### src/rtl/icfm_pkg.sv
// Shared types and constants for the interval coverage filter and merger.
package icfm_pkg;

   localparam int CSR_IDX_W = 3;
   localparam int CSR_DATA_W = 32;
   localparam int TOTAL_W = 38;
   localparam int PROD_W = 54;
   localparam int COV_W = 7;
   localparam int RESULT_LIMIT = 32;
   localparam int KCNT_W = 6;

   localparam logic [CSR_IDX_W-1:0] CSR_TRIM_CUTOFF = 3'd0;
   localparam logic [CSR_IDX_W-1:0] CSR_MERGE_OVERLAP = 3'd1;
   localparam logic [CSR_IDX_W-1:0] CSR_MIN_LENGTH = 3'd2;
   localparam logic [CSR_IDX_W-1:0] CSR_MIN_QUALITY = 3'd3;
   localparam logic [CSR_IDX_W-1:0] CSR_MIN_COVERAGE = 3'd4;
   localparam logic [CSR_IDX_W-1:0] CSR_COVERAGE_RATIO = 3'd5;
   localparam logic [CSR_IDX_W-1:0] CSR_REFERENCE_LENGTH = 3'd6;

   localparam logic CMD_LOAD = 1'b0;
   localparam logic CMD_FINISH = 1'b1;

   typedef struct packed {
      logic        we;
      logic        shift;
      logic        clr_best;
      logic        filt;
   } cell_ctl_type;

   typedef struct packed {
      logic [31:0] start;
      logic [31:0] stop;
      logic        keep;
   } entry_type;

   typedef struct packed {
      logic              valid;
      logic              phase;
      logic [32:0]       pos;
      logic [COV_W-1:0]  count;
   } token_type;

endpackage

### src/rtl/icfm_div.sv
// Restoring divider, one quotient bit per cycle.
module icfm_div import icfm_pkg::*; (
   input  logic               clock,
   input  logic               reset,
   input  logic               start,
   input  logic [TOTAL_W-1:0] dividend,
   input  logic [31:0]        divisor,
   output logic [TOTAL_W-1:0] quotient,
   output logic               busy
);

   localparam int CW = $clog2(TOTAL_W + 1);

   logic [TOTAL_W-1:0] num_ff, num_in;
   logic [31:0]        rem_ff, rem_in;
   logic [CW-1:0]      cnt_ff, cnt_in;
   logic [32:0]        rem_sh;
   logic               ge;

   assign rem_sh = {rem_ff, num_ff[TOTAL_W-1]};
   assign ge = rem_sh >= {1'b0, divisor};

   always_comb begin
      num_in = num_ff;
      rem_in = rem_ff;
      cnt_in = cnt_ff;
      if (start) begin
         num_in = dividend;
         rem_in = '0;
         cnt_in = CW'(TOTAL_W);
      end else if (cnt_ff != '0) begin
         rem_in = ge ? 32'(rem_sh - {1'b0, divisor}) : rem_sh[31:0];
         num_in = {num_ff[TOTAL_W-2:0], ge};
         cnt_in = cnt_ff - CW'(1);
      end
   end

   always_ff @(posedge clock) begin
      if (reset) begin
         cnt_ff <= '0;
      end else begin
         cnt_ff <= cnt_in;
      end
      num_ff <= num_in;
      rem_ff <= rem_in;
   end

   assign quotient = num_ff;
   assign busy = cnt_ff != '0;

endmodule

### config.mk
export PLATFORM = sky130hd
export DESIGN_NAME = icfm_div
export DESIGN_NICKNAME = d
export VERILOG_FILES = /design/src/rtl/icfm_pkg.sv /design/src/rtl/icfm_div.sv
export SDC_FILE = /design/constraint.sdc
export NUM_CORES = 1
export LEC_CHECK = 0
export BUFFER_PORTS_ARGS = -buffer_cell sky130_fd_sc_hd__buf_2
export CAP_MARGIN = 20
export CORE_ASPECT_RATIO = 0.8
export CORE_MARGIN = 1.5
export CORE_UTILIZATION = 50
export DETAILED_ROUTE_END_ITERATION = 8
export GPL_TIMING_DRIVEN = 0
export HOLD_SLACK_MARGIN = 0.03
export PLACE_DENSITY = 0.86
export SETUP_SLACK_MARGIN = 0.3
export SYNTH_ARGS = -nofsm -noshare
export SYNTH_HDL_FRONTEND = slang
export SYNTH_SLANG_ARGS = --single-unit
### constraint.sdc
create_clock -name clock -period 3.75 [get_ports clock]
set_input_delay 0.5625 -clock clock [delete_from_list [all_inputs] [get_ports clock]]
set_output_delay 0.5625 -clock clock [all_outputs]
set_load 0.01 [all_outputs]
After elaboration in Yosys (flattened, before gate mapping). Cells that the tools add are included.

Bits in registers: 76. Input bits: 73. Output and inout bits: 39. Logic and storage cells: 15.

Add/sub/neg operators: 2. Order comparisons: 1. Multiplexer cells: 5. Reductions and logical operators: 3.

Operators by type and width (count): 2-to-1 mux 38 bit (2); >= comparator 33 x 32 -> 1 bit (1); 2-to-1 mux 32 bit (1); subtractor 32 bit (1); 2-to-1 mux 6 bit (2); nonzero test 6 bit (1); subtractor 6 x 1 -> 6 bit (second input constant) (1); nonzero test 2 bit (1); OR reduction 2 bit (1).

Logic depth before layout (Yosys ltp).
Depth after elaboration: 3. Depth in mapped cells: 13. Mapped depth without buffers: 12.

Worst setup path after synthesis. No wires, ideal clock.

Path type: input port to flip-flop. Start: input divisor[1]. End: register num_ff[0], in the netlist quotient[0] (data pin). Setup time: 260 ps. Arrival: 2727 ps. Data required time: 3490 ps. Setup slack: 764 ps. Cell stages on the path: 10. Path buffers: 1. Cell sequence: inv_1 ha_1 nor2b_1 o31a_1 o31a_1 o31a_1 a221oi_4 nor2_4 buf_2 mux2_2.

Cells in the longest elaborated chain, start to end: 3.

RTL lines: from (decl) (line icfm_div.sv:7) `input logic [31:0] divisor,`; >= comparator 33 x 32 -> 1 bit (line icfm_div.sv:21) `assign ge = rem_sh >= {1'b0, divisor};`; 2-to-1 mux 38 bit (line icfm_div.sv:31) `end else if (cnt_ff != '0) begin`; 2-to-1 mux 38 bit (line icfm_div.sv:27) `if (start) begin`; via num_in[0] (line icfm_div.sv:14) `logic [TOTAL_W-1:0] num_ff, num_in;`; to (signal assigned) (line icfm_div.sv:44) `num_ff <= num_in;`; to (decl) (line icfm_div.sv:14).

The timed path passes the listed nets, and every way through them passes these cells. The select of a mux whose other input is x is not followed. A chain may end at the register's enable or synchronous reset.

Final worst setup path.
Start: register cnt_ff[0]. End: output busy.

Cells in the longest elaborated chain, start to end: 1.

RTL lines: from (decl) (line icfm_div.sv:16) `logic [CW-1:0] cnt_ff, cnt_in;`; from (signal assigned) (line icfm_div.sv:42) `cnt_ff <= cnt_in;`; nonzero test 6 bit (line icfm_div.sv:49) `assign busy = cnt_ff != '0;`; to (decl) (line icfm_div.sv:9) `output logic busy`.

Every way passes these cells.

==> impl_metrics.env <==
export IMPL_status="finished clean"
export IMPL_synth_xor_area_share_pct=4.36
export IMPL_synth_edf_count=38
export IMPL_max_cap_viol_count=0
export IMPL_synthesis_nets=669
export IMPL_layout_common_cells="buf_2 (116), inv_1 (40), nor2_1 (39), nand2_1 (39), mux2_2 (39)"
export IMPL_powerDensity_nw_per_um2=533
export IMPL_post_route_util_pct=61.5
export IMPL_worst_slew_pin_slew_ns=0.717
export IMPL_pre_cts_ws_ns=0.339
export IMPL_gp_congestion=0.895
export IMPL_clock_sinks=76
export IMPL_synth_compound_area_share_pct=22.0
export IMPL_tritoncts="done"
export IMPL_ys_types=57
export IMPL_grt_start_max_net_pins=26
export IMPL_start_util_pct=51.2
export IMPL_p_comb_share_pct=40.4
export IMPL_insertedDiodeCount=0
export IMPL_syn_avg_cell_area_sq_um=9.30
export IMPL_syn_area_sq_um=5230
export IMPL_hp_class="reg -> reg"
export IMPL_grt_overflow_total=0
export IMPL_cp_start_kind="flop"
export IMPL_dpl_hpwl_microns=10800
export IMPL_syn_inst=562
export IMPL_switching_power_mw=1.28
export IMPL_leakage_nw=2.89
export IMPL_die_y_microns=94.4
export IMPL_mostFrequentLayoutCell="buf_2"
export IMPL_hold_viol_final=0
export IMPL_synth_ff_type="edfxtp_1"
export IMPL_numCtsBuffers=9
export IMPL_cts_setup_buffers=0
export IMPL_viasPerCell=6.02
export IMPL_pwr_share_seq_pct=34.2
export IMPL_period_share_pct=87.3
export IMPL_setup_tns_final_ns=0
export IMPL_die_area_sq_um=11100
export IMPL_peakVddDrop_uv=213
export IMPL_fin_crit_ns=3.28
export IMPL_cts_root_buffer="clkbuf_16"
export IMPL_async_flop_share_pct=0
export IMPL_synth_seq_cells=76
export IMPL_yosys_warnings=0
export IMPL_reg2regPathDepth=12
export IMPL_synth_adder_area_share_pct=8.29
export IMPL_drt_met1_wl_microns=5980
export IMPL_ctsHtreeMaxLevel=3
export IMPL_rsz0062_at_grt="false"
export IMPL_timing_fmax_mhz=305
export IMPL_maxSlewHeadroom_pct=52.2
export IMPL_met2_length_microns=6970
export IMPL_vias=4996
export IMPL_swShare_pct=38.2
export IMPL_slowest_delay_ns=0.42
export IMPL_internal_power_mw=2.06
export IMPL_ios=112
export IMPL_drv_slew=0
export IMPL_final_antenna_net_count=0
export IMPL_core_area_sq_um=10200
export IMPL_drive_gt1_share_pct=28.1
export IMPL_antenna_found_initial=0
export IMPL_wl_per_cell_microns=17.9
export IMPL_clock_path_buffers=2
export IMPL_critPathRequiredTime_ns=3.19
export IMPL_synth_simple_gate_area_share_pct=12.4
export IMPL_num_rows=33
export IMPL_clock_skew_ns=0.0121
export IMPL_port_buffers=110
export IMPL_clkTransAtPathRegs_ns=0.06
export IMPL_p_total_mw=3.34
export IMPL_setup_viol_count_final=0
export IMPL_drc=0
export IMPL_area_growth_pct=20.1
export IMPL_groute_usage_overall_pct=26.6
export IMPL_clkPwrFrac_pct=25.4
export IMPL_holdWs_ns=0.491
export IMPL_worstSetupPathType="reg -> out"
export IMPL_routed_wl_microns=14800
export IMPL_grt_pass1_vias=4876
export IMPL_fp_dieW_microns=117
export IMPL_worst_setup_path_end_kind="output port"
export IMPL_cp_arrival_ns=2.71
export IMPL_hold_path_depth=2
export IMPL_first_pass_iters=6
export IMPL_cp_common_cell="inv_1"
export IMPL_synth_top_family_by_area="compound AO/OA/AOI/OAI gates"
export IMPL_highest_layer="met4"
export IMPL_setup_ws_ns=0.474
export IMPL_wl_met3_microns=1410
export IMPL_grt_pass1_wl_microns=22900
export IMPL_cp_cell_sequence="inv_1 > ha_1 > nand2_1 > nor3_2 > buf_4 > inv_1 > clkbuf_1 > buf_1 > buf_2"
export IMPL_muxShareOfSynthArea_pct=10.9
export IMPL_crit_fanout=10
export IMPL_cp_slowest_cell="nor3_2"
export IMPL_drtIter0Drc=515
export IMPL_fin_nets=792
export IMPL_synth_seq_area_share_pct=36.4
export IMPL_clock_latency_ns=0.34
[cell type report]
| type | instances | area (sq um) |
|---|---|---|
| fillers | 848 | 3930 |
| multi-input cells | 414 | 3030 |
| flip-flops and latches | 76 | 1900 |
| repair buffers | 112 | 586 |
| clock buffers | 9 | 225 |
| well taps | 140 | 175 |
| inverters | 40 | 150 |
| plain buffers | 32 | 146 |
| clock inverters | 7 | 57.6 |
[through the flow]
step,cells,cell area [sq um]
2_1_floorplan,562,5230
3_3_place_gp,812,5950
3_5_place_dp,814,5990
4_1_cts,830,6270
5_1_grt,830,6270
6_report,830,6270
[registers in the layout (all words and copies together), names as in the netlist]
name / count
quotient: 38
rem_ff: 32
cnt_ff: 6
[synth_stat cells, types with 3 or more instances]
master | number | area share, %
inv_1 | 40 | 2.9
nor2_1 | 39 | 2.8
xnor2_1 | 19 | 3.2
buf_2 | 6 | 0.57
or2_2 | 3 | 0.36
o31a_1 | 3 | 0.50
xor2_1 | 7 | 1.2
a31oi_1 | 10 | 1.2
dfxtp_1 | 38 | 15
a21oi_1 | 36 | 3.4
ha_1 | 33 | 7.9
a21o_1 | 27 | 3.9
edfxtp_1 | 38 | 22
a211oi_1 | 13 | 1.9
a211oi_2 | 9 | 2.2
mux2i_1 | 13 | 2.5
o211ai_1 | 3 | 0.43
a311oi_1 | 6 | 1.0
nand3_1 | 11 | 1.1
o21ai_0 | 18 | 1.7
o21ai_1 | 18 | 1.7
clkbuf_1 | 22 | 1.6
o21a_1 | 5 | 0.72
nor3_1 | 11 | 1.1
mux2_2 | 39 | 8.4
nor2b_1 | 5 | 0.60
nand4_1 | 6 | 0.72
and3_1 | 7 | 0.84
nand2_1 | 39 | 2.8
[routing by layer]
metal / global-route usage, % / vias up
met1: 33.1 / 2339
li1: - / 2313
met5: 0 / -
met2: 43.6 / 282
met3: 7.57 / 62
met4: 10.6 / 0
[path summary, 6_finish.rpt]
check	to	start	slack, ns
setup / recovery	busy	cnt_ff[0]	0.47
hold / removal	rem_ff[17]	rem_ff[17]	0.49
setup reg to reg	rem_ff[30]	quotient[37]	0.50
hold reg to reg	rem_ff[17]	rem_ff[17]	0.49
[critical path, delay by kind of cell (launching register included)]
family                   cells  cell delay, ns
flip-flops                   1            0.31
buffers and inverters        6            1.26
AND/OR/NAND/NOR              2            0.56
adder cells (fa/ha/maj)      1            0.24
[what timing repair did]
item                                    in CTS  in global routing
resized for setup                            0                  1
endpoints found under the setup margin       0                  1
hold endpoints to repair                     0                  0
hold buffers                                 0                  0
[power by group through the flow]
stage	clock network, mW	registers, mW	logic, mW
after floorplan	0	1.16	0.932
after global placement	0	1.14	1.24
after detailed placement	0	1.15	1.30
after CTS	0.853	1.14	1.32
after global routing	0.889	1.16	1.46
final	0.850	1.14	1.35
[logic make-up after synthesis]
kind of cell,after synthesis
AO/OA/AOI/OAI,166
AND/OR/NAND/NOR,136
flip-flops,76
buffers and inverters,72
multiplexers,52
adder cells (fa/ha/maj),34
XOR/XNOR,26
(Power assumes the default switching activity.)
