**config.mk**
```make
export PLATFORM = sky130hd
export DESIGN_NAME = icfm_cell
export DESIGN_NICKNAME = d
export VERILOG_FILES = /design/src/rtl/icfm_pkg.sv /design/src/rtl/icfm_cell.sv
export SDC_FILE = /design/constraint.sdc
export NUM_CORES = 1
export LEC_CHECK = 0
export CORE_AREA = 2 2 120 122
export DETAILED_ROUTE_END_ITERATION = 6
export DIE_AREA = 0 0 122 124
export DONT_BUFFER_PORTS = 1
export PLACE_DENSITY = 0.83
export SYNTH_ARGS = -nofsm -noshare
export SYNTH_HDL_FRONTEND = slang
export SYNTH_SLANG_ARGS = --single-unit
```
**constraint.sdc**
```tcl
create_clock -name clock -period 5.59 [get_ports clock]
set_input_delay 0 -clock clock [delete_from_list [all_inputs] [get_ports clock]]
set_output_delay 0 -clock clock [all_outputs]
set_load 0.005 [all_outputs]
```
**src/rtl/icfm_pkg.sv**
```systemverilog
// Shared types and constants for the interval coverage filter and merger.
package icfm_pkg;

   localparam int CSR_IDX_W = 3;
   localparam int CSR_DATA_W = 32;
   localparam int TOTAL_W = 38;
   localparam int PROD_W = 54;
   localparam int COV_W = 7;
   localparam int RESULT_LIMIT = 32;
   localparam int KCNT_W = 6;

   localparam logic [CSR_IDX_W-1:0] CSR_TRIM_CUTOFF = 3'd0;
   localparam logic [CSR_IDX_W-1:0] CSR_MERGE_OVERLAP = 3'd1;
   localparam logic [CSR_IDX_W-1:0] CSR_MIN_LENGTH = 3'd2;
   localparam logic [CSR_IDX_W-1:0] CSR_MIN_QUALITY = 3'd3;
   localparam logic [CSR_IDX_W-1:0] CSR_MIN_COVERAGE = 3'd4;
   localparam logic [CSR_IDX_W-1:0] CSR_COVERAGE_RATIO = 3'd5;
   localparam logic [CSR_IDX_W-1:0] CSR_REFERENCE_LENGTH = 3'd6;

   localparam logic CMD_LOAD = 1'b0;
   localparam logic CMD_FINISH = 1'b1;

   typedef struct packed {
      logic        we;
      logic        shift;
      logic        clr_best;
      logic        filt;
   } cell_ctl_type;

   typedef struct packed {
      logic [31:0] start;
      logic [31:0] stop;
      logic        keep;
   } entry_type;

   typedef struct packed {
      logic              valid;
      logic              phase;
      logic [32:0]       pos;
      logic [COV_W-1:0]  count;
   } token_type;

endpackage

```
**src/rtl/icfm_cell.sv**
```systemverilog
// One storage cell: holds an alignment, counts coverage of passing tokens, shifts out.
module icfm_cell import icfm_pkg::*; (
   input  logic              clock,
   input  logic              reset,
   input  cell_ctl_type      ctl,
   input  logic [19:0]       cutoff,
   input  logic [COV_W-1:0]  thr,
   input  logic [31:0]       wr_start,
   input  logic [31:0]       wr_end,
   input  entry_type         next_entry,
   output entry_type         entry,
   input  token_type         tok_in,
   output token_type         tok_out
);

   entry_type         entry_ff, entry_in;
   token_type         tok_ff, tok_in_r;
   logic [COV_W-1:0]  best_ff, best_in;
   logic [32:0]       span_a, span_b;
   logic              covers;

   assign span_a = {1'b0, entry_ff.start} + {13'd0, cutoff};
   assign span_b = {1'b0, entry_ff.stop} - {13'd0, cutoff};
   assign covers = entry_ff.keep && tok_in.valid &&
                   (span_a <= tok_in.pos) && (tok_in.pos < span_b);

   always_comb begin
      tok_in_r = tok_in;
      if (!tok_in.phase && covers) begin
         tok_in_r.count = tok_in.count + COV_W'(1);
      end
   end

   always_comb begin
      best_in = best_ff;
      if (ctl.clr_best) begin
         best_in = '0;
      end else if (tok_in.phase && covers && (tok_in.count > best_ff)) begin
         best_in = tok_in.count;
      end
   end

   always_comb begin
      entry_in = entry_ff;
      if (ctl.we) begin
         entry_in.start = wr_start;
         entry_in.stop = wr_end;
         entry_in.keep = 1'b1;
      end else if (ctl.shift) begin
         entry_in = next_entry;
      end else if (ctl.filt) begin
         entry_in.keep = entry_ff.keep && (best_ff >= thr);
      end
   end

   always_ff @(posedge clock) begin
      if (reset) begin
         entry_ff.keep <= 1'b0;
         tok_ff.valid <= 1'b0;
      end else begin
         entry_ff.keep <= entry_in.keep;
         tok_ff.valid <= tok_in_r.valid;
      end
      entry_ff.start <= entry_in.start;
      entry_ff.stop <= entry_in.stop;
      tok_ff.phase <= tok_in_r.phase;
      tok_ff.pos <= tok_in_r.pos;
      tok_ff.count <= tok_in_r.count;
      best_ff <= best_in;
   end

   assign entry = entry_ff;
   assign tok_out = tok_ff;

endmodule

```
[After elaboration in Yosys (flattened, before gate mapping)]
Index checks and enable logic that the tools add are counted.
Storage, ports and cells
  output and inout bits: 107
  logic and storage cells: 30
  flip-flop bits (word level): 114
Operators by class
  add/subtract/negate cells: 3
  magnitude comparators: 4
  reduce and logical (&&, ||, !) cells: 10
  mux-type cells: 5
Operators by type and width (count)
  two-way mux 65 bit: 1
  two-way mux 64 bit: 1
  adder 32 x 20 -> 33 bit: 1
  less-or-equal comparator 33 bit: 1
  < comparator 33 bit: 1
  subtractor 32 x 20 -> 33 bit: 1
  adder 7 x 1 -> 7 bit (second input constant): 1
  >= comparator 7 bit: 1
  > comparator 7 bit: 1
  logical AND 1 bit: 7
  two-way mux 7 bit: 1
  nonzero test 3 bit: 1
  two-way mux 1 bit: 2
  nonzero test 2 bit: 1
  logical NOT 1 bit: 1

[Depth between registers and ports, before layout]
Gate-level depths: netlist of run 1.
  depth after elaboration: 6
  mapped depth: 21
  depth with buffers taken out: 21

[Least setup slack after synthesis of run 1]
OpenSTA, ideal clock, no wires.
  kind: register to register
  start point: reg entry_ff (netlist bit entry[2])
  end point: reg tok_ff (netlist bit tok_out[1])
  arrival time: 4.312 ns
  setup slack: 1.155 ns
  cell stages (with the launch flop): 19
  period minus slack after synthesis: 4.435 ns
  library setup time: 0.123 ns
  path through: edfxtp_1 > ha_1 > nor2b_1 > o31ai_1 > a211oi_1 > nor3b_2 > o31a_1 > o21ai_1 > a2111oi_2 > xnor2_1 > ha_1 > a21o_1 > a21o_1 > a21oi_1 > nor2_1 > a2111oi_0 > o211ai_2 > or2_1 > mux2_1
RTL lines
  start, declared: line icfm_cell.sv:16  | entry_type entry_ff, entry_in;
  end, declared: line icfm_cell.sv:17  | token_type tok_ff, tok_in_r;

==> flow_metrics.env, run 1 <==
export IMPL_cp_num_buf_inv=0
export IMPL_reg2reg_from="entry[36]"
export IMPL_r2r_cells=16
export IMPL_vdd_drop_max_v=0.0002500
export IMPL_cp_num_cells=16
export IMPL_area_growth_pct=30.19
export IMPL_nets=1342
export IMPL_finalCriticalPeriod_ns=5.322
export IMPL_gp_congestion=0.9363
export IMPL_setup_violations=0
export IMPL_hp_class="in -> reg"
export IMPL_wl_mm=27.10
export IMPL_yosysSeqAreaShare_pct=35.12
export IMPL_start_kind="flop"
export IMPL_antenna_found_initial=1
export IMPL_relSlewSlack_pct=42.78
export IMPL_powerDensity_nw_per_um2=284.1
export IMPL_syn_avg_cell_area_um2=9.990
export IMPL_placement_io_buffers=0
export IMPL_synth_area_top_cells="edfxtp_1 23%, ha_1 18%, dfxtp_1 12%"
export IMPL_avgRoutedWirePerCell_um=22.39
export IMPL_track_usage_pct=35.44
export IMPL_tightestPinTransition_ns=0.8583
export IMPL_cts_sinks=114
export IMPL_cts_buffers=17
export IMPL_cts_root_buf="clkbuf_16"
export IMPL_p_leak_nw=4.690
export IMPL_critPathKind="reg -> reg"
export IMPL_crit_top_cell="ha_1"
export IMPL_cts_setup_buffers=0
export IMPL_ios=311
export IMPL_place_area_um2=8521
export IMPL_setup_slack_ns=0.2684
export IMPL_vias_per_cell=6.177
export IMPL_max_stage_delay_ns=0.59
export IMPL_postSynthNetCount=1159
export IMPL_hold_viol_final=0
export IMPL_start_util_pct=60.66
export IMPL_yosysTopAreaCell="edfxtp_1"
export IMPL_async_flop_share_pct=0
export IMPL_cp_cell_sequence="ha_1, o21ai_0, o21bai_1, nand3_1, a21bo_1, o31ai_1, a31oi_1, nor2_1, xor2_1, ha_1, nand4_1, or4_1, nor4_1, o211ai_2, or2_1, mux2_1"
export IMPL_cp_top_family="simple AND/OR/NAND/NOR gates"
export IMPL_htreeDepth=4
export IMPL_fmax_mhz=187.9
export IMPL_route_vias_total=7474
export IMPL_synth_cells=833
export IMPL_yosysWarningCount=0
export IMPL_placedCellCount=1004
export IMPL_tns_ns=0
export IMPL_min_period_over_period_pct=95.20
export IMPL_die_area_um2=15130
export IMPL_cp_end_kind="flop"
export IMPL_grt_pass1_vias=7843
export IMPL_startpoint="entry[36]"
export IMPL_syn_cell_area_um2=8322
export IMPL_ant_nets=0
export IMPL_dieWidth_um=122
export IMPL_rsz0062_at_grt="no"
export IMPL_drv_slew=0
export IMPL_drive_gt1_share_pct=10.69
export IMPL_cts_tree="built"
export IMPL_grt_max_degree=68
export IMPL_outcome="completed"
export IMPL_hpwlAfterDp_mm=16.94
export IMPL_clock_skew_ns=0.01130
export IMPL_placement_rows=43
export IMPL_slowest_stage="or4_1"
export IMPL_rrSetupSlack_ns=0.27
export IMPL_grt_first_pass_wirelength_mm=40.63
export IMPL_drc=0
export IMPL_die_h_um=124
export IMPL_critPathMaxFanout=7
export IMPL_required_ns=5.91
export IMPL_core_um2=13720
export IMPL_synth_top_cell_area_share_pct=23.09
export IMPL_clock_latency_ns=0.43
export IMPL_cp_endpoint="tok_out[1]"
export IMPL_stdcell_count=1210
export IMPL_synth_ff_type="edfxtp_1"
export IMPL_layout_common_cells="173 x dlygate4sd3_1, 120 x ha_1, 83 x inv_1, 64 x mux2_2, 64 x edfxtp_1"
export IMPL_maxCapViolations=0
export IMPL_synth_seq_cells=114
export IMPL_nFillCells=807
export IMPL_clk_pin_slew_worst_paths_ns=0.06
export IMPL_dp_slack_ns=0.3489
export IMPL_final_area_um2=10830
export IMPL_clk_path_buf_depth=2
export IMPL_grt_ovfl_total=0
export IMPL_synth_edf_count=64
export IMPL_dr_pass1_iters=7
export IMPL_drt_iter0_drc=532
export IMPL_cts_resized=0
export IMPL_final_common_cell="dlygate4sd3_1"
export IMPL_arrival_ns=5.64
export IMPL_r2r_end="tok_out[1]"
export IMPL_synth_distinct_cells=61
-- how the worst min path moves through the flow --
stage	startpoint	to	slack [ns]	cells past startpoint
after floorplan	tok_in[10]	tok_out[10]	0.03	0
after global placement	tok_in[17]	tok_out[17]	0.03	0
after detailed placement	tok_in[17]	tok_out[17]	0.03	0
after CTS	tok_in[9]	tok_out[9]	0.11	1
after global routing	tok_in[36]	tok_out[36]	0.10	1
final	tok_in[33]	tok_out[33]	0.12	1
-- registers in the layout (all words and copies together) (netlist names) --
| name | count |
|---|---|
| entry | 65 |
| tok_out | 42 |
| best_ff | 7 |
-- final cells by class --
cell class / count / area (um^2) / area share [%]
antenna: 1 / 2.502 / 0.02310
clock buffer: 19 / 442.9 / 4.088
clock inverter: 13 / 136.4 / 1.259
inverter: 83 / 311.5 / 2.876
multi-input combinational: 625 / 5046 / 46.58
sequential: 114 / 2923 / 26.98
tap: 180 / 225.2 / 2.079
timing repair buffer: 175 / 1747 / 16.12
-- repair_timing --
action	CTS	global route
hold buffers	173	0
hold endpoints to repair	114	0
endpoints found under the setup margin	0	0
-- cells by family after synthesis --
family	synth area share [%]
flops	35.12
mux	9.878
simple gates	12.46
fa+ha+maj	18.52
buf+inv	4.240
compound gates	13.67
xor+xnor	6.104
-- synthesized netlist by cell type (11+ instances only) --
cell,n
a211oi_1,11
a21o_1,29
a21oi_1,58
dfxtp_1,50
edfxtp_1,64
ha_1,120
inv_1,83
mux2_2,64
nand2_1,40
nand2b_1,28
nand3_1,17
nand4_1,12
nor2_1,40
nor3_1,11
o21ai_0,22
xnor2_1,38
xor2_1,20
-- per-stage QoR --
step	total power, mW	hold WS (ns)	util [%]
6_report	3.078	0.1180	78.97
5_1_grt	3.213	0.1040	78.97
4_1_cts	3.022	0.1065	78.95
3_5_place_dp	1.830	0.02788	62.11
3_3_place_gp	1.804	0.02785	62.11
2_1_floorplan	1.652	0.02772	-
-- layer usage --
metal | part of all wire, % | wire length [um] | vias up | track usage [%]
met4 | 4.3 | 1173 | 0 | 18.39
li1 | - | - | 3403 | -
met1 | 35 | 9364 | 3487 | 36.87
met5 | 0 | 0 | - | 0
met3 | 10 | 2746 | 109 | 12.00
met2 | 51 | 13810 | 475 | 63.44
-- power breakdown --
| part | switching (mW) | internal (mW) | leakage [nW] |
|---|---|---|---|
| Clock | 0.424 | 0.666 | 0.275 |
| Combinational | 0.483 | 0.456 | 3.34 |
| Sequential | 0.0806 | 0.969 | 1.07 |
-- worst reg2reg max path, stage by stage, from the launching register on --
cell and delay (ns):
edfxtp_1 0.42, ha_1 0.38, o21ai_0 0.10, o21bai_1 0.22
nand3_1 0.20, a21bo_1 0.27, o31ai_1 0.55, a31oi_1 0.38
nor2_1 0.22, xor2_1 0.10, ha_1 0.28, nand4_1 0.13
or4_1 0.59, nor4_1 0.47, o211ai_2 0.25, or2_1 0.32
mux2_1 0.31
(Power assumes the default switching activity.)
==> run 2: changes to the inputs <==
- CORE_AREA: 2 2 120 122 -> 2 2 119 121
- DIE_AREA: 0 0 122 124 -> 0 0 121 123
- PLACE_DENSITY: 0.83 -> 0.84
- clock period: 5.59 -> 6.77 ns (I/O delays scaled with it)
==> run 2 against run 1 <==
Via count up 3.8%. Cell count up 0.33%. Sequential cell count unchanged. Critical path depth up 1. Clock power down 14%. Wire length up 7.5%.
==> flow_metrics.env, run 2 (synthesis gave the netlist of run 1 again) <==
export IMPL_nFillCells=752
export IMPL_critPathMaxFanout=7
export IMPL_tns_ns=0
export IMPL_min_period_over_period_pct=88.16
export IMPL_tightestPinTransition_ns=0.9865
export IMPL_dieWidth_um=121
export IMPL_cp_cell_sequence="ha_1, o21ai_0, o21bai_1, nand3_1, a21bo_1, o31ai_1, and2_1, o211ai_1, xnor2_1, ha_1, nand4_1, or4_1, nor4_1, o211ai_2, nor4_1, xor2_1, dlygate4sd3_1"
export IMPL_die_h_um=123
export IMPL_drt_iter0_drc=638
export IMPL_ant_nets=0
export IMPL_htreeDepth=4
export IMPL_drv_slew=0
export IMPL_gp_congestion=0.8896
export IMPL_setup_violations=0
export IMPL_cts_root_buf="clkbuf_16"
export IMPL_clk_pin_slew_worst_paths_ns=0.07
export IMPL_required_ns=7.14
export IMPL_hpwlAfterDp_mm=16.64
export IMPL_track_usage_pct=37.66
export IMPL_grt_pass1_vias=8106
export IMPL_grt_max_degree=68
export IMPL_hold_viol_final=0
export IMPL_clock_skew_ns=0.01199
export IMPL_vias_per_cell=6.390
export IMPL_antenna_found_initial=3
export IMPL_p_leak_nw=4.710
export IMPL_rrSetupSlack_ns=0.80
export IMPL_start_kind="flop"
export IMPL_cts_tree="built"
export IMPL_relSlewSlack_pct=34.23
export IMPL_hp_class="in -> reg"
export IMPL_placement_io_buffers=0
export IMPL_slowest_stage="or4_1"
export IMPL_finalCriticalPeriod_ns=5.968
export IMPL_max_stage_delay_ns=0.63
export IMPL_drc=0
export IMPL_clock_latency_ns=0.43
export IMPL_cts_buffers=17
export IMPL_p_total_mw=2.597
export IMPL_rsz0062_at_grt="no"
export IMPL_powerDensity_nw_per_um2=238.8
export IMPL_fin_util_pct=79.89
export IMPL_cts_sinks=114
export IMPL_final_common_cell="dlygate4sd3_1"
export IMPL_multi_input_area_um2=5049
export IMPL_drive_gt1_share_pct=10.58
export IMPL_grt_ovfl_total=0
export IMPL_placement_rows=43
export IMPL_arrival_ns=6.34
export IMPL_seq_area_um2=2923
export IMPL_dp_slack_ns=1.785
export IMPL_dr_pass1_iters=6
export IMPL_start_util_pct=61.14
export IMPL_clk_path_buf_depth=2
export IMPL_critPathKind="reg -> reg"
export IMPL_grt_first_pass_wirelength_mm=42.68
export IMPL_vdd_drop_max_v=0.0002062
export IMPL_wl_mm=29.14
export IMPL_cp_end_kind="flop"
export IMPL_core_um2=13610
export IMPL_maxCapViolations=0
export IMPL_die_area_um2=14880
export IMPL_area_growth_pct=30.67
export IMPL_ios=311
export IMPL_fmax_mhz=167.6
export IMPL_outcome="completed"
export IMPL_avgRoutedWirePerCell_um=24.00
export IMPL_nets=1343
export IMPL_largest_reg_flops=65
export IMPL_route_vias_total=7757
export IMPL_layout_common_cells="176 x dlygate4sd3_1, 120 x ha_1, 83 x inv_1, 64 x mux2_2, 64 x edfxtp_1"
export IMPL_setup_slack_ns=0.8018
-- run 2: cell types whose count changed in the layout (fill, tap and decap cells not counted), sizes merged --
cell and change:
clkbuf -2, clkinvlp -3, diode +3, clkinv -1, inv +6, buf -2, dlygate4sd3 +3
-- run 2: stage by stage --
step / cell area (um^2) / instances / hold slack (ns)
after detailed placement: 8508 / 1002 / 0.02787
after floorplan: 8322 / 833 / 0.02772
after CTS: 10860 / 1210 / 0.1135
after global placement: 8508 / 1002 / 0.02784
final: 10870 / 1214 / 0.1173
after global routing: 10870 / 1213 / 0.1152
-- run 2: worst max-delay path, delay by kind of cell, from the launching register on --
family,cells,cell delay [ns]
AOI/OAI and AO/OA,6,1.60
buffers and inverters,1,0.58
DFF,1,0.43
adders and majority gates,2,0.71
xor gates and xnor gates,2,0.44
and+or+nand+nor,6,2.15
-- run 2: worst paths after layout --
| check | start | end | depth (start not counted) |
|---|---|---|---|
| min | tok_in[37] | tok_out[37] | 1 |
| max | entry[36] | tok_out[5] | 17 |
| max reg2reg | entry[36] | tok_out[5] | 17 |
| min reg2reg | best_ff[1] | best_ff[1] | 2 |
-- run 2: layer usage --
| metal | vias to the layer above | GRT usage (%) | wire (um) |
|---|---|---|---|
| met5 | - | 0 | 0 |
| met4 | 0 | 22.89 | 1766 |
| met3 | 174 | 12.41 | 2890 |
| met2 | 595 | 66.64 | 14540 |
| met1 | 3572 | 38.66 | 9939 |
| li1 | 3416 | - | - |
-- run 2: layout make-up --
type	instances	share of cell area [%]
flip-flops and latches	114	26.88
repair buffers	176	16.20
well taps	180	2.071
clock buffers	17	3.912
clock inverters	15	1.553
multi-input cells	625	46.43
inverters	83	2.865
diodes	4	0.09205
-- run 2: power by group --
| part | total [mW] | internal, mW | switching (mW) |
|---|---|---|---|
| logic | 0.792 | 0.379 | 0.413 |
| registers | 0.870 | 0.800 | 0.0702 |
| clock network | 0.934 | 0.551 | 0.383 |
-- run 2: what timing repair did --
item                      CTS  global route
hold endpoints to repair  114             0
gates resized for setup     0             0
setup buffers               0             0
hold buffers              176             0
